**src/hw/rtl/dctg_pkg.sv**
```systemverilog
// Package of the duty-cycle tone generator: constants, operation codes and control structs.
package dctg_pkg;

  // Default prescaled tick rate of the tone counter.
  localparam int TICKS_PER_SECOND_DEF = 125000;

  // Widths fixed by the item fields.
  localparam int OP_W     = 2;
  localparam int FREQ_W   = 13;
  localparam int DUTY_W   = 6;
  localparam int TIME_W   = 16;
  // Divisor of the high-time division is 100 times the frequency.
  localparam int DIVISOR_W = 20;
  localparam int PERCENT   = 100;

  localparam logic [DUTY_W-1:0] DUTY_RESET = 6'd50;

  localparam logic [OP_W-1:0] OP_TICK  = 2'd0;
  localparam logic [OP_W-1:0] OP_START = 2'd1;
  localparam logic [OP_W-1:0] OP_STOP  = 2'd2;

  typedef struct packed {
    logic apply;   // apply an item that needs no division and register its result
    logic load_p;  // load the divider with the period operands
    logic load_h;  // keep the period and load the high-time operands
    logic step;    // one quotient bit
    logic finish;  // store the new times and register the result
  } dctg_cmd_t;

  typedef struct packed {
    logic note_start;  // input item is a start with a non-zero frequency
    logic div_last;    // the current divider step is the last one
  } dctg_status_t;

endpackage

```
**src/hw/rtl/dctg_in_if.sv**
```systemverilog
// Input channel of the tone generator: operation and frequency with valid/ready.
interface dctg_in_if;
  import dctg_pkg::*;

  logic              valid;
  logic              ready;
  logic [OP_W-1:0]   operation;
  logic [FREQ_W-1:0] frequency_hz;

  modport source (output valid, output operation, output frequency_hz, input ready);
  modport sink (input valid, input operation, input frequency_hz, output ready);
endinterface

```
**src/hw/rtl/dctg_out_if.sv**
```systemverilog
// Output channel of the tone generator: speaker level and tone status with valid/ready.
interface dctg_out_if;
  logic valid;
  logic ready;
  logic speaker_level;
  logic tone_active;

  modport source (output valid, output speaker_level, output tone_active, input ready);
  modport sink (input valid, input speaker_level, input tone_active, output ready);
endinterface

```
**src/hw/rtl/dctg_ctrl.sv**
```systemverilog
// Controller of the tone generator: sequences the two divisions and the output handshake.
module dctg_ctrl
  import dctg_pkg::*;
(
  input  logic         clk_i,
  input  logic         rst_ni,
  input  logic         in_valid_i,
  output logic         in_ready_o,
  output logic         out_valid_o,
  input  logic         out_ready_i,
  input  dctg_status_t status_i,
  output dctg_cmd_t    cmd_o
);

  typedef enum logic [4:0] {
    S_IDLE  = 5'b00001,
    S_DIV_P = 5'b00010,
    S_LOAD_H = 5'b00100,
    S_DIV_H = 5'b01000,
    S_DONE  = 5'b10000
  } state_e;

  state_e state_q, state_d;
  logic   out_valid_q, out_valid_d;
  logic   out_free;
  logic   accept;

  assign out_free    = !out_valid_q || out_ready_i;
  assign in_ready_o  = (state_q == S_IDLE) && out_free;
  assign accept      = in_valid_i && in_ready_o;
  assign out_valid_o = out_valid_q;

  always_comb begin
    state_d = state_q;
    cmd_o   = '0;
    unique case (state_q)
      S_IDLE: begin
        if (accept) begin
          if (status_i.note_start) begin
            cmd_o.load_p = 1'b1;
            state_d      = S_DIV_P;
          end else begin
            cmd_o.apply = 1'b1;
          end
        end
      end
      S_DIV_P: begin
        cmd_o.step = 1'b1;
        if (status_i.div_last) begin
          state_d = S_LOAD_H;
        end
      end
      S_LOAD_H: begin
        cmd_o.load_h = 1'b1;
        state_d      = S_DIV_H;
      end
      S_DIV_H: begin
        cmd_o.step = 1'b1;
        if (status_i.div_last) begin
          state_d = S_DONE;
        end
      end
      S_DONE: begin
        // The output register was free when the start item was taken.
        cmd_o.finish = 1'b1;
        state_d      = S_IDLE;
      end
      default: begin
        state_d = S_IDLE;
      end
    endcase
  end

  always_comb begin
    out_valid_d = out_valid_q;
    if (out_ready_i) begin
      out_valid_d = 1'b0;
    end
    if (cmd_o.apply || cmd_o.finish) begin
      out_valid_d = 1'b1;
    end
  end

  always_ff @(posedge clk_i or negedge rst_ni) begin
    if (!rst_ni) begin
      state_q     <= S_IDLE;
      out_valid_q <= 1'b0;
    end else begin
      state_q     <= state_d;
      out_valid_q <= out_valid_d;
    end
  end

endmodule

```
**src/hw/rtl/dctg_datapath.sv**
```systemverilog
// Datapath of the tone generator: tone state, duty register and a bit-serial divider.
module dctg_datapath
  import dctg_pkg::*;
#(
  parameter int TicksPerSecond = TICKS_PER_SECOND_DEF
) (
  input  logic              clk_i,
  input  logic              rst_ni,
  input  logic              cfg_we_i,
  input  logic [DUTY_W-1:0] cfg_wdata_i,
  input  logic [OP_W-1:0]   operation_i,
  input  logic [FREQ_W-1:0] frequency_hz_i,
  input  dctg_cmd_t         cmd_i,
  output dctg_status_t      status_o,
  output logic              speaker_level_o,
  output logic              tone_active_o
);

  // The largest dividend is the tick rate times the largest duty value.
  localparam int DuMax = TicksPerSecond * ((1 << DUTY_W) - 1);
  localparam int DW    = $clog2(DuMax + 1);
  localparam int CntW  = $clog2(DW);
  localparam int SW    = (DW > TIME_W + 1) ? DW : TIME_W + 1;

  logic [DUTY_W-1:0]    duty_q;
  logic                 running_q, running_d;
  logic                 level_q, level_d;
  logic [TIME_W-1:0]    remaining_q, remaining_d;
  logic [TIME_W-1:0]    high_q, high_d;
  logic [TIME_W-1:0]    low_q, low_d;
  logic [FREQ_W-1:0]    freq_q;
  logic [DW-1:0]        period_q;
  logic [DW-1:0]        quo_q, quo_d;
  logic [DIVISOR_W:0]   rem_q, rem_d;
  logic [DIVISOR_W-1:0] divisor_q, divisor_d;
  logic [CntW-1:0]      cnt_q, cnt_d;
  logic                 out_level_q, out_active_q;

  logic [DIVISOR_W:0]   rem_sh;
  logic [TIME_W-1:0]    rem_dec;
  logic [DW-1:0]        low_raw;

  function automatic logic [TIME_W-1:0] sat16(input logic [DW-1:0] v);
    logic [SW-1:0] ext;
    ext = SW'(v);
    return (ext > SW'({TIME_W{1'b1}})) ? {TIME_W{1'b1}} : ext[TIME_W-1:0];
  endfunction

  assign status_o.note_start = (operation_i == OP_START) && (frequency_hz_i != '0);
  assign status_o.div_last   = (cnt_q == CntW'(DW - 1));

  // Restoring division, one quotient bit per step; quo_q holds the dividend
  // and fills with quotient bits from the right.
  assign rem_sh  = {rem_q[DIVISOR_W-1:0], quo_q[DW-1]};
  assign rem_dec = remaining_q - TIME_W'(1);
  assign low_raw = (period_q >= quo_q) ? (period_q - quo_q) : '0;

  always_comb begin
    quo_d     = quo_q;
    rem_d     = rem_q;
    divisor_d = divisor_q;
    cnt_d     = cnt_q;
    if (cmd_i.load_p) begin
      quo_d     = DW'(TicksPerSecond);
      divisor_d = DIVISOR_W'(frequency_hz_i);
      rem_d     = '0;
      cnt_d     = '0;
    end else if (cmd_i.load_h) begin
      quo_d     = DW'(TicksPerSecond) * DW'(duty_q);
      divisor_d = DIVISOR_W'(freq_q) * DIVISOR_W'(PERCENT);
      rem_d     = '0;
      cnt_d     = '0;
    end else if (cmd_i.step) begin
      cnt_d = cnt_q + CntW'(1);
      if (rem_sh >= {1'b0, divisor_q}) begin
        rem_d = rem_sh - {1'b0, divisor_q};
        quo_d = {quo_q[DW-2:0], 1'b1};
      end else begin
        rem_d = rem_sh;
        quo_d = {quo_q[DW-2:0], 1'b0};
      end
    end
  end

  always_comb begin
    running_d   = running_q;
    level_d     = level_q;
    remaining_d = remaining_q;
    high_d      = high_q;
    low_d       = low_q;
    if (cmd_i.apply) begin
      unique case (operation_i)
        OP_TICK: begin
          if (running_q) begin
            remaining_d = rem_dec;
            if (rem_dec == '0) begin
              level_d     = !level_q;
              remaining_d = level_q ? low_q : high_q;
            end
          end
        end
        OP_STOP: begin
          running_d = 1'b0;
        end
        default: begin
          // A rest and the unused code leave the state as it is.
        end
      endcase
    end else if (cmd_i.finish) begin
      high_d      = sat16(quo_q);
      low_d       = sat16(low_raw);
      remaining_d = sat16(quo_q);
      running_d   = 1'b1;
    end
  end

  always_ff @(posedge clk_i or negedge rst_ni) begin
    if (!rst_ni) begin
      duty_q      <= DUTY_RESET;
      running_q   <= 1'b0;
      level_q     <= 1'b0;
      remaining_q <= '0;
      high_q      <= '0;
      low_q       <= '0;
    end else begin
      if (cfg_we_i) begin
        duty_q <= cfg_wdata_i;
      end
      running_q   <= running_d;
      level_q     <= level_d;
      remaining_q <= remaining_d;
      high_q      <= high_d;
      low_q       <= low_d;
    end
  end

  always_ff @(posedge clk_i) begin
    quo_q     <= quo_d;
    rem_q     <= rem_d;
    divisor_q <= divisor_d;
    cnt_q     <= cnt_d;
    if (cmd_i.load_p) begin
      freq_q <= frequency_hz_i;
    end
    if (cmd_i.load_h) begin
      period_q <= quo_q;
    end
    if (cmd_i.apply || cmd_i.finish) begin
      out_level_q  <= level_d;
      out_active_q <= running_d;
    end
  end

  assign speaker_level_o = out_level_q;
  assign tone_active_o   = out_active_q;

endmodule

```
**src/hw/rtl/duty_cycle_tone_generator.sv**
```systemverilog
// Top level of the duty-cycle tone generator: controller, datapath and channel wiring.
//
//   channel  direction  handshake          payload
//   in_i     sink       valid/ready        operation[1:0], frequency_hz[12:0]
//   out_o    source     valid/ready        speaker_level, tone_active
//   cfg      write      cfg_we_i           cfg_wdata_i[5:0] = duty_percent
//
// A tick, stop, rest or unused-code item is applied when it is taken and its
// result is registered at once. A start item with a non-zero frequency runs
// the bit-serial divider, whose dividend width is DW, first for the period and
// then for the high time, before the new times and the result are registered.
// Reset is asynchronous and active low and leaves the tone stopped at level 0.
// A new item is taken while idle and the output register is empty or being read.
module duty_cycle_tone_generator
  import dctg_pkg::*;
#(
  parameter int TicksPerSecond = TICKS_PER_SECOND_DEF
) (
  input  logic              clk_i,
  input  logic              rst_ni,
  input  logic              cfg_we_i,
  input  logic [DUTY_W-1:0] cfg_wdata_i,
  dctg_in_if.sink           in_i,
  dctg_out_if.source        out_o
);

  dctg_cmd_t    cmd;
  dctg_status_t status;

  dctg_ctrl u_ctrl (
    .clk_i       (clk_i),
    .rst_ni      (rst_ni),
    .in_valid_i  (in_i.valid),
    .in_ready_o  (in_i.ready),
    .out_valid_o (out_o.valid),
    .out_ready_i (out_o.ready),
    .status_i    (status),
    .cmd_o       (cmd)
  );

  dctg_datapath #(
    .TicksPerSecond (TicksPerSecond)
  ) u_datapath (
    .clk_i           (clk_i),
    .rst_ni          (rst_ni),
    .cfg_we_i        (cfg_we_i),
    .cfg_wdata_i     (cfg_wdata_i),
    .operation_i     (in_i.operation),
    .frequency_hz_i  (in_i.frequency_hz),
    .cmd_i           (cmd),
    .status_o        (status),
    .speaker_level_o (out_o.speaker_level),
    .tone_active_o   (out_o.tone_active)
  );

endmodule
```
**src/flat_wrapper.sv**
```systemverilog
// flat-port wrapper written by rule: the top's interface ports become plain ports
module duty_cycle_tone_generator_flat import dctg_pkg::*;
#(
  parameter int TicksPerSecond = TICKS_PER_SECOND_DEF
)
  (clk_i, rst_ni, cfg_we_i, cfg_wdata_i, in_i_valid, in_i_operation, in_i_frequency_hz, in_i_ready, out_o_valid, out_o_speaker_level, out_o_tone_active, out_o_ready);
  dctg_in_if in_i_i ();
  dctg_out_if out_o_i ();
  input  logic clk_i;
  input  logic rst_ni;
  input  logic cfg_we_i;
  input  logic [DUTY_W-1:0] cfg_wdata_i;
  input wire logic [$bits(in_i_i.valid)-1:0] in_i_valid;
  input wire logic [$bits(in_i_i.operation)-1:0] in_i_operation;
  input wire logic [$bits(in_i_i.frequency_hz)-1:0] in_i_frequency_hz;
  output wire logic [$bits(in_i_i.ready)-1:0] in_i_ready;
  output wire logic [$bits(out_o_i.valid)-1:0] out_o_valid;
  output wire logic [$bits(out_o_i.speaker_level)-1:0] out_o_speaker_level;
  output wire logic [$bits(out_o_i.tone_active)-1:0] out_o_tone_active;
  input wire logic [$bits(out_o_i.ready)-1:0] out_o_ready;
  assign in_i_i.valid = in_i_valid;
  assign in_i_i.operation = in_i_operation;
  assign in_i_i.frequency_hz = in_i_frequency_hz;
  assign in_i_ready = in_i_i.ready;
  assign out_o_valid = out_o_i.valid;
  assign out_o_speaker_level = out_o_i.speaker_level;
  assign out_o_tone_active = out_o_i.tone_active;
  assign out_o_i.ready = out_o_ready;
  duty_cycle_tone_generator #(.TicksPerSecond(TicksPerSecond)) u_core (.clk_i(clk_i), .rst_ni(rst_ni), .cfg_we_i(cfg_we_i), .cfg_wdata_i(cfg_wdata_i), .in_i(in_i_i), .out_o(out_o_i));
endmodule
```
**config.mk**
```make
export PLATFORM = sky130hd
export DESIGN_NAME = duty_cycle_tone_generator_flat
export DESIGN_NICKNAME = d
export VERILOG_FILES = /design/src/hw/rtl/dctg_pkg.sv /design/src/hw/rtl/dctg_in_if.sv /design/src/hw/rtl/dctg_out_if.sv /design/src/hw/rtl/dctg_ctrl.sv /design/src/hw/rtl/dctg_datapath.sv /design/src/hw/rtl/duty_cycle_tone_generator.sv /design/src/flat_wrapper.sv
export SDC_FILE = /design/constraint.sdc
export NUM_CORES = 1
export LEC_CHECK = 0
export BUFFER_PORTS_ARGS = -buffer_cell sky130_fd_sc_hd__buf_2
export CAP_MARGIN = 20
export CORE_ASPECT_RATIO = 0.75
export CORE_UTILIZATION = 45
export DETAILED_ROUTE_END_ITERATION = 10
export MAX_ROUTING_LAYER = met4
export PLACE_DENSITY = 0.61
export SLEW_MARGIN = 20
export SYNTH_ARGS = -nofsm -noshare
export SYNTH_HDL_FRONTEND = slang
export SYNTH_HIERARCHICAL = 1
export SYNTH_SLANG_ARGS = --single-unit
```
**constraint.sdc**
```tcl
create_clock -name clk_i -period 4.9 [get_ports clk_i]
set_clock_uncertainty 0.2 [all_clocks]
set_input_delay 0.98 -clock clk_i [delete_from_list [all_inputs] [get_ports clk_i]]
set_output_delay 0.98 -clock clk_i [all_outputs]
set_load 0.05 [all_outputs]
```
# ---- Word level (Yosys, flattened, before mapping)
# Cells that the tools add are included.
# W data, S select, Z words.
dict set report word_totals {
  register_bits 168
  wordCells 98
}
dict set report classes {
  addsub 4
  mul 2
  order_cmp 4
  n_eq_ne 14
  muxes 36
  bitwise_logic 1
  reduce_logical 19
}
# operator count
set op_table {}
lappend op_table {{$mux W16} 8}
lappend op_table {{$mux W23} 3}
lappend op_table {{$gt A23 B16 Y1 const B} 2}
lappend op_table {{$mux W13} 2}
lappend op_table {{$ge A23 B23 Y1} 1}
lappend op_table {{$sub A23 B23 Y23} 1}
lappend op_table {{$ge A21 B20 Y1} 1}
lappend op_table {{$mul A14 B6 Y20 const A} 1}
lappend op_table {{$mux W20} 1}
lappend op_table {{$mux W5} 4}
lappend op_table {{$pmux W5 S4} 1}
lappend op_table {{$sub A20 B20 Y20} 1}
lappend op_table {{$mul A13 B5 Y18 const B} 1}
lappend op_table {{$logic_not A16 Y1} 1}
lappend op_table {{$sub A16 B1 Y16 const B} 1}
lappend op_table {{$mux W1} 15}
lappend op_table {{$reduce_bool A13 Y1} 1}
lappend op_table {{$eq A5 B5 Y1 const B} 2}
lappend op_table {{$reduce_bool A2 Y1} 4}
lappend op_table {{$ne A2 B1 Y1 const B} 3}
lappend op_table {{$ne A2 B2 Y1 const B} 3}
lappend op_table {{$add A5 B1 Y5 const B} 1}
lappend op_table {{$eq A5 B1 Y1 const B} 1}
lappend op_table {{$eq A5 B2 Y1 const B} 1}
lappend op_table {{other kinds (14)} 20}

# ---- Logic depth before layout (Yosys ltp)
# Gate-level depths: netlist of the first run.
dict set report logic_depth {
  depth_word 8
  mapped_depth 15
}

# ---- Modules after synthesis
# Netlist of the first run, hierarchy kept.
# module n_inst cells_each area_per_inst_um2 seq_area_each_um2
set modules_own_cells {}
lappend modules_own_cells {dctg_datapath 1 1223 11360.9 4037.6}
lappend modules_own_cells {dctg_ctrl 1 42 375.4 151.4}

# ---- Worst setup path after synthesis of the first run
# OpenSTA, ideal clock, no wires.
dict set report synth_path {
  path_kind {reg2reg}
  startpoint {reg u_core.u_datapath.duty_q[1]}
  endpoint {reg u_core.u_datapath.quo_q[21]}
  setup_time_ns 0.115
  t_arrival_ns 3.544
  path_slack_ns 1.041
  path_stages_with_launch 15
  path_buffers 0
  synth_period_minus_slack_ns 3.859
  cell_sequence {dfstp_2 -> inv_1 -> fa_1 -> inv_1 -> ha_1 -> inv_1 -> fa_1 -> inv_1 -> ha_1 -> nand2_1 -> o21bai_1 -> a2111oi_0 -> nor3_1 -> a31o_2 -> a2111oi_0}
}
dict set report synth_between {
  elab_chain_len 2
}
# element line
set synth_lines {}
lappend synth_lines {{from (decl)} dctg_datapath.sv:25} ;# logic [DUTY_W-1:0] duty_q;
lappend synth_lines {{from (signal assigned)} dctg_datapath.sv:127} ;# duty_q <= cfg_wdata_i;
lappend synth_lines {{$mul A14 B6 Y20} dctg_datapath.sv:69} ;# quo_d = DW'(TicksPerSecond) * DW'(duty_q);
lappend synth_lines {{$mux W23} dctg_datapath.sv:68} ;# end else if (cmd_i.load_h) begin
lappend synth_lines {{to (signal assigned)} dctg_datapath.sv:138} ;# quo_q <= quo_d;
lappend synth_lines {{to (decl)} dctg_datapath.sv:33} ;# logic [DW-1:0] quo_q, quo_d;
# No other way between the ends.
# A chain may end at the register's enable or synchronous reset.

# ---- Final worst setup path of the first run
# Ends and elaborated chain as after synthesis.

==> metrics, run 1 <==
Synth Area in Simple Gates=0.1425; synth unique cells=73; hold buffers post-CTS=0; Final min period=4.183 ns; Int Pwr=2867 uW; Setup violations, final=0; most common library cell in the layout ignoring fill and taps=inv_1; root buf cell=clkbuf_16; post-route cell area=0.01280 mm2; Detailed Route WL=27.32 mm; Most used DFF post-synth=dfrtp_1; most frequent cells in the layout=128 x inv_1, 124 x ha_1, 102 x nor2_1, 97 x nand2_1, 59 x a21oi_1; Max Freq=239.1 MHz; TNS Setup=0 ns; met3 Use GR=0.03537; hold slack=approximately 0.27 ns; Crit. End Element=register; Comb pwr share=0.318; Sequential Power Share=0.374; post-synthesis adder-cell area fraction=0.1663; leak pwr=between 0.005 and 0.006 uW; outcome=complete, no violations; setup slack, reg-to-reg=0.72 ns; YS warnings=6; hold crit path type=register to register; vias after detailed routing=roughly 9000; Synth Register Bits=approximately 170; Final Hold Vio Count=0; Syn Nets=1435; Die H=between 100 and 150 um; width of the die=~190 um; Crit path arrival time=4.28 ns; largest net degree at the start of global routing=slightly above 80; ANT cells=0; CTS tree=built; Vias/cell=5.547; Placement Cell Area=0.01223 mm2; die footprint=0.02674 mm2; post-detail-place hpwl=20.59 mm; antenna-violating nets left=0; Clock Path Buffers=2; met2 usage=0.2846; first-pass GRT wire length=45.08 mm; Post-CTS Resized=0; CP required=approximately 5.0 ns; Max-slew headroom=0.4043; crit path kind=register to register; core footprint=0.02527 mm2; unrepaired setup endpoints after global routing=false; number of synthesized flops with an enable pin=51; I/O Buffers=29; asr flop ratio synth=0.3690; Switching Share=0.3438; H-tree depth=4; Iter 0 DRT Violations=604; # Post-CTS Setup Buffers=0; Sink Count=168; CP max FO=5; GRT Max-Usage Layer=met1; Synth Area per Inst=9.278 um2; via count of the first global-routing pass=8411; sequential share of the synthesized area=0.3569; Core Rows=50; Synth Cell Area=0.01174 mm2; synth-to-layout area growth=9.094%; Worst Setup SP=u_core/u_datapath/duty_q[1]$_DFFE_PN1P_; Tot Pwr=4369 uW; drt wl/cell=16.76 um; largest family of logic cells by synthesized area=compound AO/OA/AOI/OAI gates; post-synthesis mux area share=0.03977; crit path to=u_core/u_datapath/quo_q[21]$_SDFFE_PP0P_; post-synthesis compound-gate area fraction=0.1775; Clock Power Share=0.308; antenna violations before repair=0; cells after synthesis=1265; DR pass1 iterations=5; max cap viols=0; met1 Track Usage GR=0.3496; grt total ovfl=0; XOR/XNOR Fraction of Synth Area=0.05746; top-level I/O count=30; fin crit share=0.8537; launch point of the worst reg-to-reg path=u_core/u_datapath/duty_q[1]$_DFFE_PN1P_; reg2reg end=u_core/u_datapath/quo_q[21]$_SDFFE_PP0P_; Worst-path clk slew=0.07 ns; Switching Power=1502 uW; share of cells above drive strength 1=0.09675; Power Density=341.2 mW/mm2; Starting Density=0.4644; Slew Limit Fails=0; DR DRC count=0; slew at the pin closest to its max-slew limit=0.8935 ns; clock latency on the worst-skew pair=0.43 ns; cts bufs inserted=17; R2R depth=14; nets=~1400; Worst VDD drop=229.3 uV; gpl congestion=~0.85; crit start category=register; gr usage total=0.2193
logic make-up (layout without fill, tap and decap cells):
group                    after synthesis  count (layout)
multiplexers                          44              44
AND/OR/NAND/NOR                      341             341
flip-flops                           168             168
adder cells (fa/ha/maj)              144             144
buffers and inverters                178             205
AO/OA/AOI/OAI                        313             313
XOR/XNOR                              77              77
per-layer routing:
layer | vias to the layer above | part of all wire
met5 | - | 0
met4 | 0 | 0.0056
met3 | 9 | 0.042
met2 | 161 | 0.39
met1 | 4334 | 0.57
li1 | 4537 | -
cell type report:
| type | instances | area [um2] |
|---|---|---|
| Sequential cell | 168 | 4189 |
| Clock buffer | 20 | 436.7 |
| Multi-Input combinational cell | 919 | 6873 |
| Inverter | 129 | 484.2 |
| Timing Repair Buffer | 44 | 257.7 |
| Fill cell | 2387 | 12470 |
| Tap cell | 338 | 422.9 |
| Clock inverter | 12 | 140.1 |
worst min path at each step:
stage,from,end,slack [ns],cells after the start
after global placement,u_core/u_datapath/quo_q[20]$_SDFFE_PP0P_,u_core/u_datapath/period_q[20]$_DFFE_PP_,0.25,0
after floorplan,u_core/u_datapath/quo_q[18]$_SDFFE_PP0P_,u_core/u_datapath/period_q[18]$_DFFE_PP_,0.23,0
after detailed placement,u_core/u_datapath/quo_q[20]$_SDFFE_PP0P_,u_core/u_datapath/period_q[20]$_DFFE_PP_,0.25,0
after CTS,u_core/u_datapath/quo_q[20]$_SDFFE_PP0P_,u_core/u_datapath/period_q[20]$_DFFE_PP_,0.27,0
after global routing,u_core/u_datapath/quo_q[20]$_SDFFE_PP0P_,u_core/u_datapath/period_q[20]$_DFFE_PP_,0.30,0
final,u_core/u_datapath/quo_q[20]$_SDFFE_PP0P_,u_core/u_datapath/period_q[20]$_DFFE_PP_,0.27,0
critical path, stage by stage, from the launching register on:
cell and delay (ns):
dfstp_2 0.58, inv_1 0.10, fa_1 0.50, inv_1 0.05, ha_1 0.27, inv_1 0.05, fa_1 0.52, inv_1 0.04
ha_1 0.32, nand2_1 0.08, o21bai_1 0.08, a2111oi_0 0.43, nor3_1 0.17, a31o_2 0.27, a2111oi_0 0.38
power groups by stage:
stage	Sequential, uW	Combinational [uW]	Clock [uW]
finish	1630	1390	1350
global route	1650	1570	1430
CTS	1630	1380	1380
detailed placement	1660	1370	0
global placement	1660	1360	0
floorplan	1630	1060	0
state kept, by name, summed over array words and instances, names as in the netlist:
signal,count
u_core/u_datapath/period_q,23
u_core/u_datapath/quo_q,23
u_core/u_datapath/divisor_q,20
u_core/u_datapath/rem_q,20
u_core/u_datapath/high_q,16
u_core/u_datapath/low_q,16
u_core/u_datapath/remaining_q,16
u_core/u_datapath/freq_q,13
u_core/u_datapath/duty_q,6
u_core/u_ctrl/state_q,5
u_core/u_datapath/cnt_q,5
u_core/u_ctrl/out_valid_o,1
u_core/u_datapath/level_q,1
u_core/u_datapath/running_q,1
u_core/u_datapath/speaker_level_o,1
u_core/u_datapath/tone_active_o,1
cells in the mapped netlist, types with 6 or more instances:
cell type / number / share of area
a211o_1: 8 / 0.0060
a211oi_1: 44 / 0.028
a21o_1: 16 / 0.010
a21oi_1: 59 / 0.025
a31oi_1: 28 / 0.015
and2_1: 10 / 0.0053
clkbuf_1: 38 / 0.012
dfrtp_1: 58 / 0.12
dfxtp_1: 55 / 0.094
edfxtp_1: 51 / 0.13
fa_1: 20 / 0.034
ha_1: 124 / 0.13
inv_1: 128 / 0.041
mux2_2: 17 / 0.016
mux2i_1: 26 / 0.022
nand2_1: 97 / 0.031
nand2b_1: 16 / 0.0085
nand3_1: 14 / 0.0060
nand3b_1: 10 / 0.0064
nand4_1: 10 / 0.0053
nor2_1: 104 / 0.033
nor2b_1: 9 / 0.0048
nor3_1: 21 / 0.0090
nor4_1: 10 / 0.0053
o21a_1: 12 / 0.0077
o21ai_0: 57 / 0.024
o21bai_1: 9 / 0.0058
o22a_1: 16 / 0.012
o22ai_1: 21 / 0.011
o31ai_1: 10 / 0.0064
or2_2: 10 / 0.0053
or3_1: 6 / 0.0032
xnor2_1: 47 / 0.035
xor2_1: 30 / 0.022
stage by stage:
step | util | setup slack [ns] | cells
3_3_place_gp | 0.4838 | 0.6421 | 1598
3_5_place_dp | 0.4838 | 0.5294 | 1598
4_1_cts | 0.5066 | 0.7733 | 1630
2_1_floorplan | - | 1.041 | 1265
5_1_grt | 0.5066 | 0.5090 | 1630
6_report | 0.5066 | 0.7168 | 1630
No activity file was read; power rests on OpenSTA's default activity.
==> run 2: changes to the inputs <==
--- a/config.mk
+++ b/config.mk
@@ -9,6 +9,7 @@
 export CAP_MARGIN = 20
 export CORE_ASPECT_RATIO = 0.75
 export CORE_UTILIZATION = 45
+export CTS_BUF_LIST = sky130_fd_sc_hd__clkbuf_4
 export DETAILED_ROUTE_END_ITERATION = 10
 export MAX_ROUTING_LAYER = met4
 export PLACE_DENSITY = 0.61
==> metrics, run 2 (synthesized netlist as in run 1, its figures left out) <==
Max Freq=240.4 MHz (+0.56%); setup slack, reg-to-reg=0.74 ns (+0.02 ns); Setup violations, final=0 (unchanged); Die H=141.9 um (unchanged); unrepaired setup endpoints after global routing=false; clock latency on the worst-skew pair=0.59 ns (+0.16 ns); Worst-path clk slew=0.15 ns (+0.08 ns); crit start category=register; nets=1449 (unchanged); crit path kind=register to register; gpl congestion=0.8527 (unchanged); reg2reg end=u_core/u_datapath/quo_q[21]$_SDFFE_PP0P_; Int Pwr=2434 uW (-15%); Iter 0 DRT Violations=568 (-6.0%); most frequent cells in the layout=128 x inv_1, 124 x ha_1, 102 x nor2_1, 97 x nand2_1, 59 x a21oi_1; synth-to-layout area growth=6.674%; width of the die=188.5 um (unchanged); core footprint=0.02527 mm2 (unchanged); Clock Path Buffers=2 (unchanged); Cell Chain, Critical Path=inv_1 > fa_1 > inv_1 > ha_1 > inv_1 > fa_1 > inv_1 > ha_1 > nand2_1 > o21bai_1 > a2111oi_0 > nor3_1 > a31o_2 > a2111oi_0; first-pass GRT wire length=44.82 mm (-0.58%); Starting Density=0.4644 (unchanged); gr usage total=0.2180 (-0.001244); CP max FO=5 (unchanged); slowest stage delay, CP=0.61 ns (+0.03 ns); Power Density=309.3 mW/mm2 (-9.4%); top-level I/O count=30 (unchanged); hold buffers post-CTS=0 (unchanged); Clock Power Share=0.219 (-0.089); H-tree depth=4 (unchanged); Layout Utilization=0.4953 (-0.01124); R2R depth=14 (unchanged); Max-slew headroom=0.3931 (-0.01121); DR DRC count=0 (unchanged); Worst Setup SP=u_core/u_datapath/duty_q[1]$_DFFE_PN1P_; I/O Buffers=29 (unchanged); met2 usage=0.2835 (-0.001161); CP required=5.18 ns (+0.18 ns); delay-heaviest family, CP=adder cells; Tot Pwr=3872 uW (-11%); GRT Max-Usage Layer=met1; Crit. End Element=register; hold crit path type=primary input to async pin; Slew Limit Fails=0 (unchanged); largest registers=u_core/u_datapath/period_q: 23 flops, u_core/u_datapath/quo_q: 23 flops; area of the multi-input gates=0.006873 mm2 (unchanged); Comb pwr share=0.359 (+0.041); post-detail-place hpwl=20.59 mm (unchanged); root buf cell=clkbuf_4; Crit path arrival time=4.44 ns (+0.16 ns); CP Buf/Inv Count=4 (unchanged); Core Rows=50 (unchanged); met1 Track Usage GR=0.3418 (-0.007813); via count of the first global-routing pass=8376 (-0.42%); # Post-CTS Setup Buffers=0 (unchanged); slew at the pin closest to its max-slew limit=0.9103 ns (+0.01682 ns); Sink Count=168 (unchanged); Switching Share=0.3713 (+0.02750); launch point of the worst reg-to-reg path=u_core/u_datapath/duty_q[1]$_DFFE_PN1P_; Post-CTS Resized=0 (unchanged); Final min period=4.160 ns (-0.02344 ns); Sequential Power Share=0.422 (+0.048); drt wl/cell=16.68 um (-0.49%); WP depth=14 (unchanged); crit path to=u_core/u_datapath/quo_q[21]$_SDFFE_PP0P_; share of cells above drive strength 1=0.09907 (+0.002322); max cap viols=0 (unchanged); cts bufs inserted=17 (unchanged); most common library cell in the layout ignoring fill and taps=inv_1; fin crit share=0.8489 (-0.004784); CP max-delay cell=dfstp_2; antenna-violating nets left=0 (unchanged); CTS tree=built; vias after detailed routing=9027 (-0.15%); leak pwr=0.005409 uW (-2.2%); die footprint=0.02674 mm2 (unchanged); Detailed Route WL=27.20 mm (-0.43%); antenna violations before repair=1 (+1); largest net degree at the start of global routing=81 (unchanged); Worst VDD drop=187.4 uV (-18%); grt total ovfl=0 (unchanged); outcome=complete, no violations; met3 Use GR=0.04304 (+0.007668); FILL cells=2421 (+1.4%); TNS Setup=0 ns (unchanged); Vias/cell=5.535 (-0.22%); most used cell, CP=inv_1; FF/Latch Area=0.004189 mm2 (unchanged); Final Hold Vio Count=0 (unchanged); Switching Power=1438 uW (-4.3%); DR pass1 iterations=5 (unchanged)
==> run 2: cell types whose count changed in the layout (fill, tap and decap cells not counted) <==
cell       delta
clkbuf_4     +20
clkbuf_16    -17
clkbuf_1      -3
diode_2       +1
==> run 2: worst register-to-register path: cells and delay by family, from the launching register on <==
kind	cells	cell delay, ns
AND/OR/NAND/NOR	2	0.25
adder cells (fa/ha/maj)	4	1.62
flip-flops	1	0.61
AO/OA/AOI/OAI	4	1.12
buffers and inverters	4	0.24
==> run 2: stage by stage <==
step                setup WS, ns  hold WS [ns]  std cells  cell area [um2]
finish                    0.7402        0.2869       1631            12520
global route              0.5182        0.2977       1631            12520
CTS                       0.7712        0.2859       1630            12520
detailed placement        0.5294        0.2506       1598            12230
global placement          0.6421        0.2494       1598            12230
floorplan                  1.041        0.2309       1265            11740
==> run 2: cell type report <==
type / count / share of cell area
clock inverters: 12 / 0.01119
repair buffers: 44 / 0.02059
multi-input cells: 919 / 0.5490
diodes: 1 / 0.0001999
inverters: 129 / 0.03868
flip-flops and latches: 168 / 0.3346
well taps: 338 / 0.03378
clock buffers: 20 / 0.01199
==> run 2: power by group through the flow <==
stage | Combinational, uW | Clock (uW) | Sequential, uW
finish | 1390 | 849 | 1630
floorplan | 1060 | 0 | 1630
detailed placement | 1370 | 0 | 1660
global route | 1570 | 927 | 1650
CTS | 1380 | 877 | 1630
global placement | 1360 | 0 | 1660
==> run 2: how the worst min path moves through the flow <==
stage	start	end	slack (ns)	cells after the start
after detailed placement	u_core/u_datapath/quo_q[20]$_SDFFE_PP0P_	u_core/u_datapath/period_q[20]$_DFFE_PP_	0.25	0
final	rst_ni	u_core/u_datapath/high_q[10]$_DFFE_PN0P_	0.29	1
after CTS	rst_ni	u_core/u_datapath/high_q[0]$_DFFE_PN0P_	0.29	1
after global placement	u_core/u_datapath/quo_q[20]$_SDFFE_PP0P_	u_core/u_datapath/period_q[20]$_DFFE_PP_	0.25	0
after global routing	u_core/u_datapath/rem_q[2]$_SDFFE_PP0P_	u_core/u_datapath/rem_q[3]$_SDFFE_PP0P_	0.30	2
after floorplan	u_core/u_datapath/quo_q[18]$_SDFFE_PP0P_	u_core/u_datapath/period_q[18]$_DFFE_PP_	0.23	0
==> run 2: routing by layer <==
metal | vias to the layer above | share of wire
li1 | 4533 | -
met4 | 0 | 0.0060
met2 | 154 | 0.38
met3 | 8 | 0.047
met1 | 4332 | 0.56
met5 | - | 0
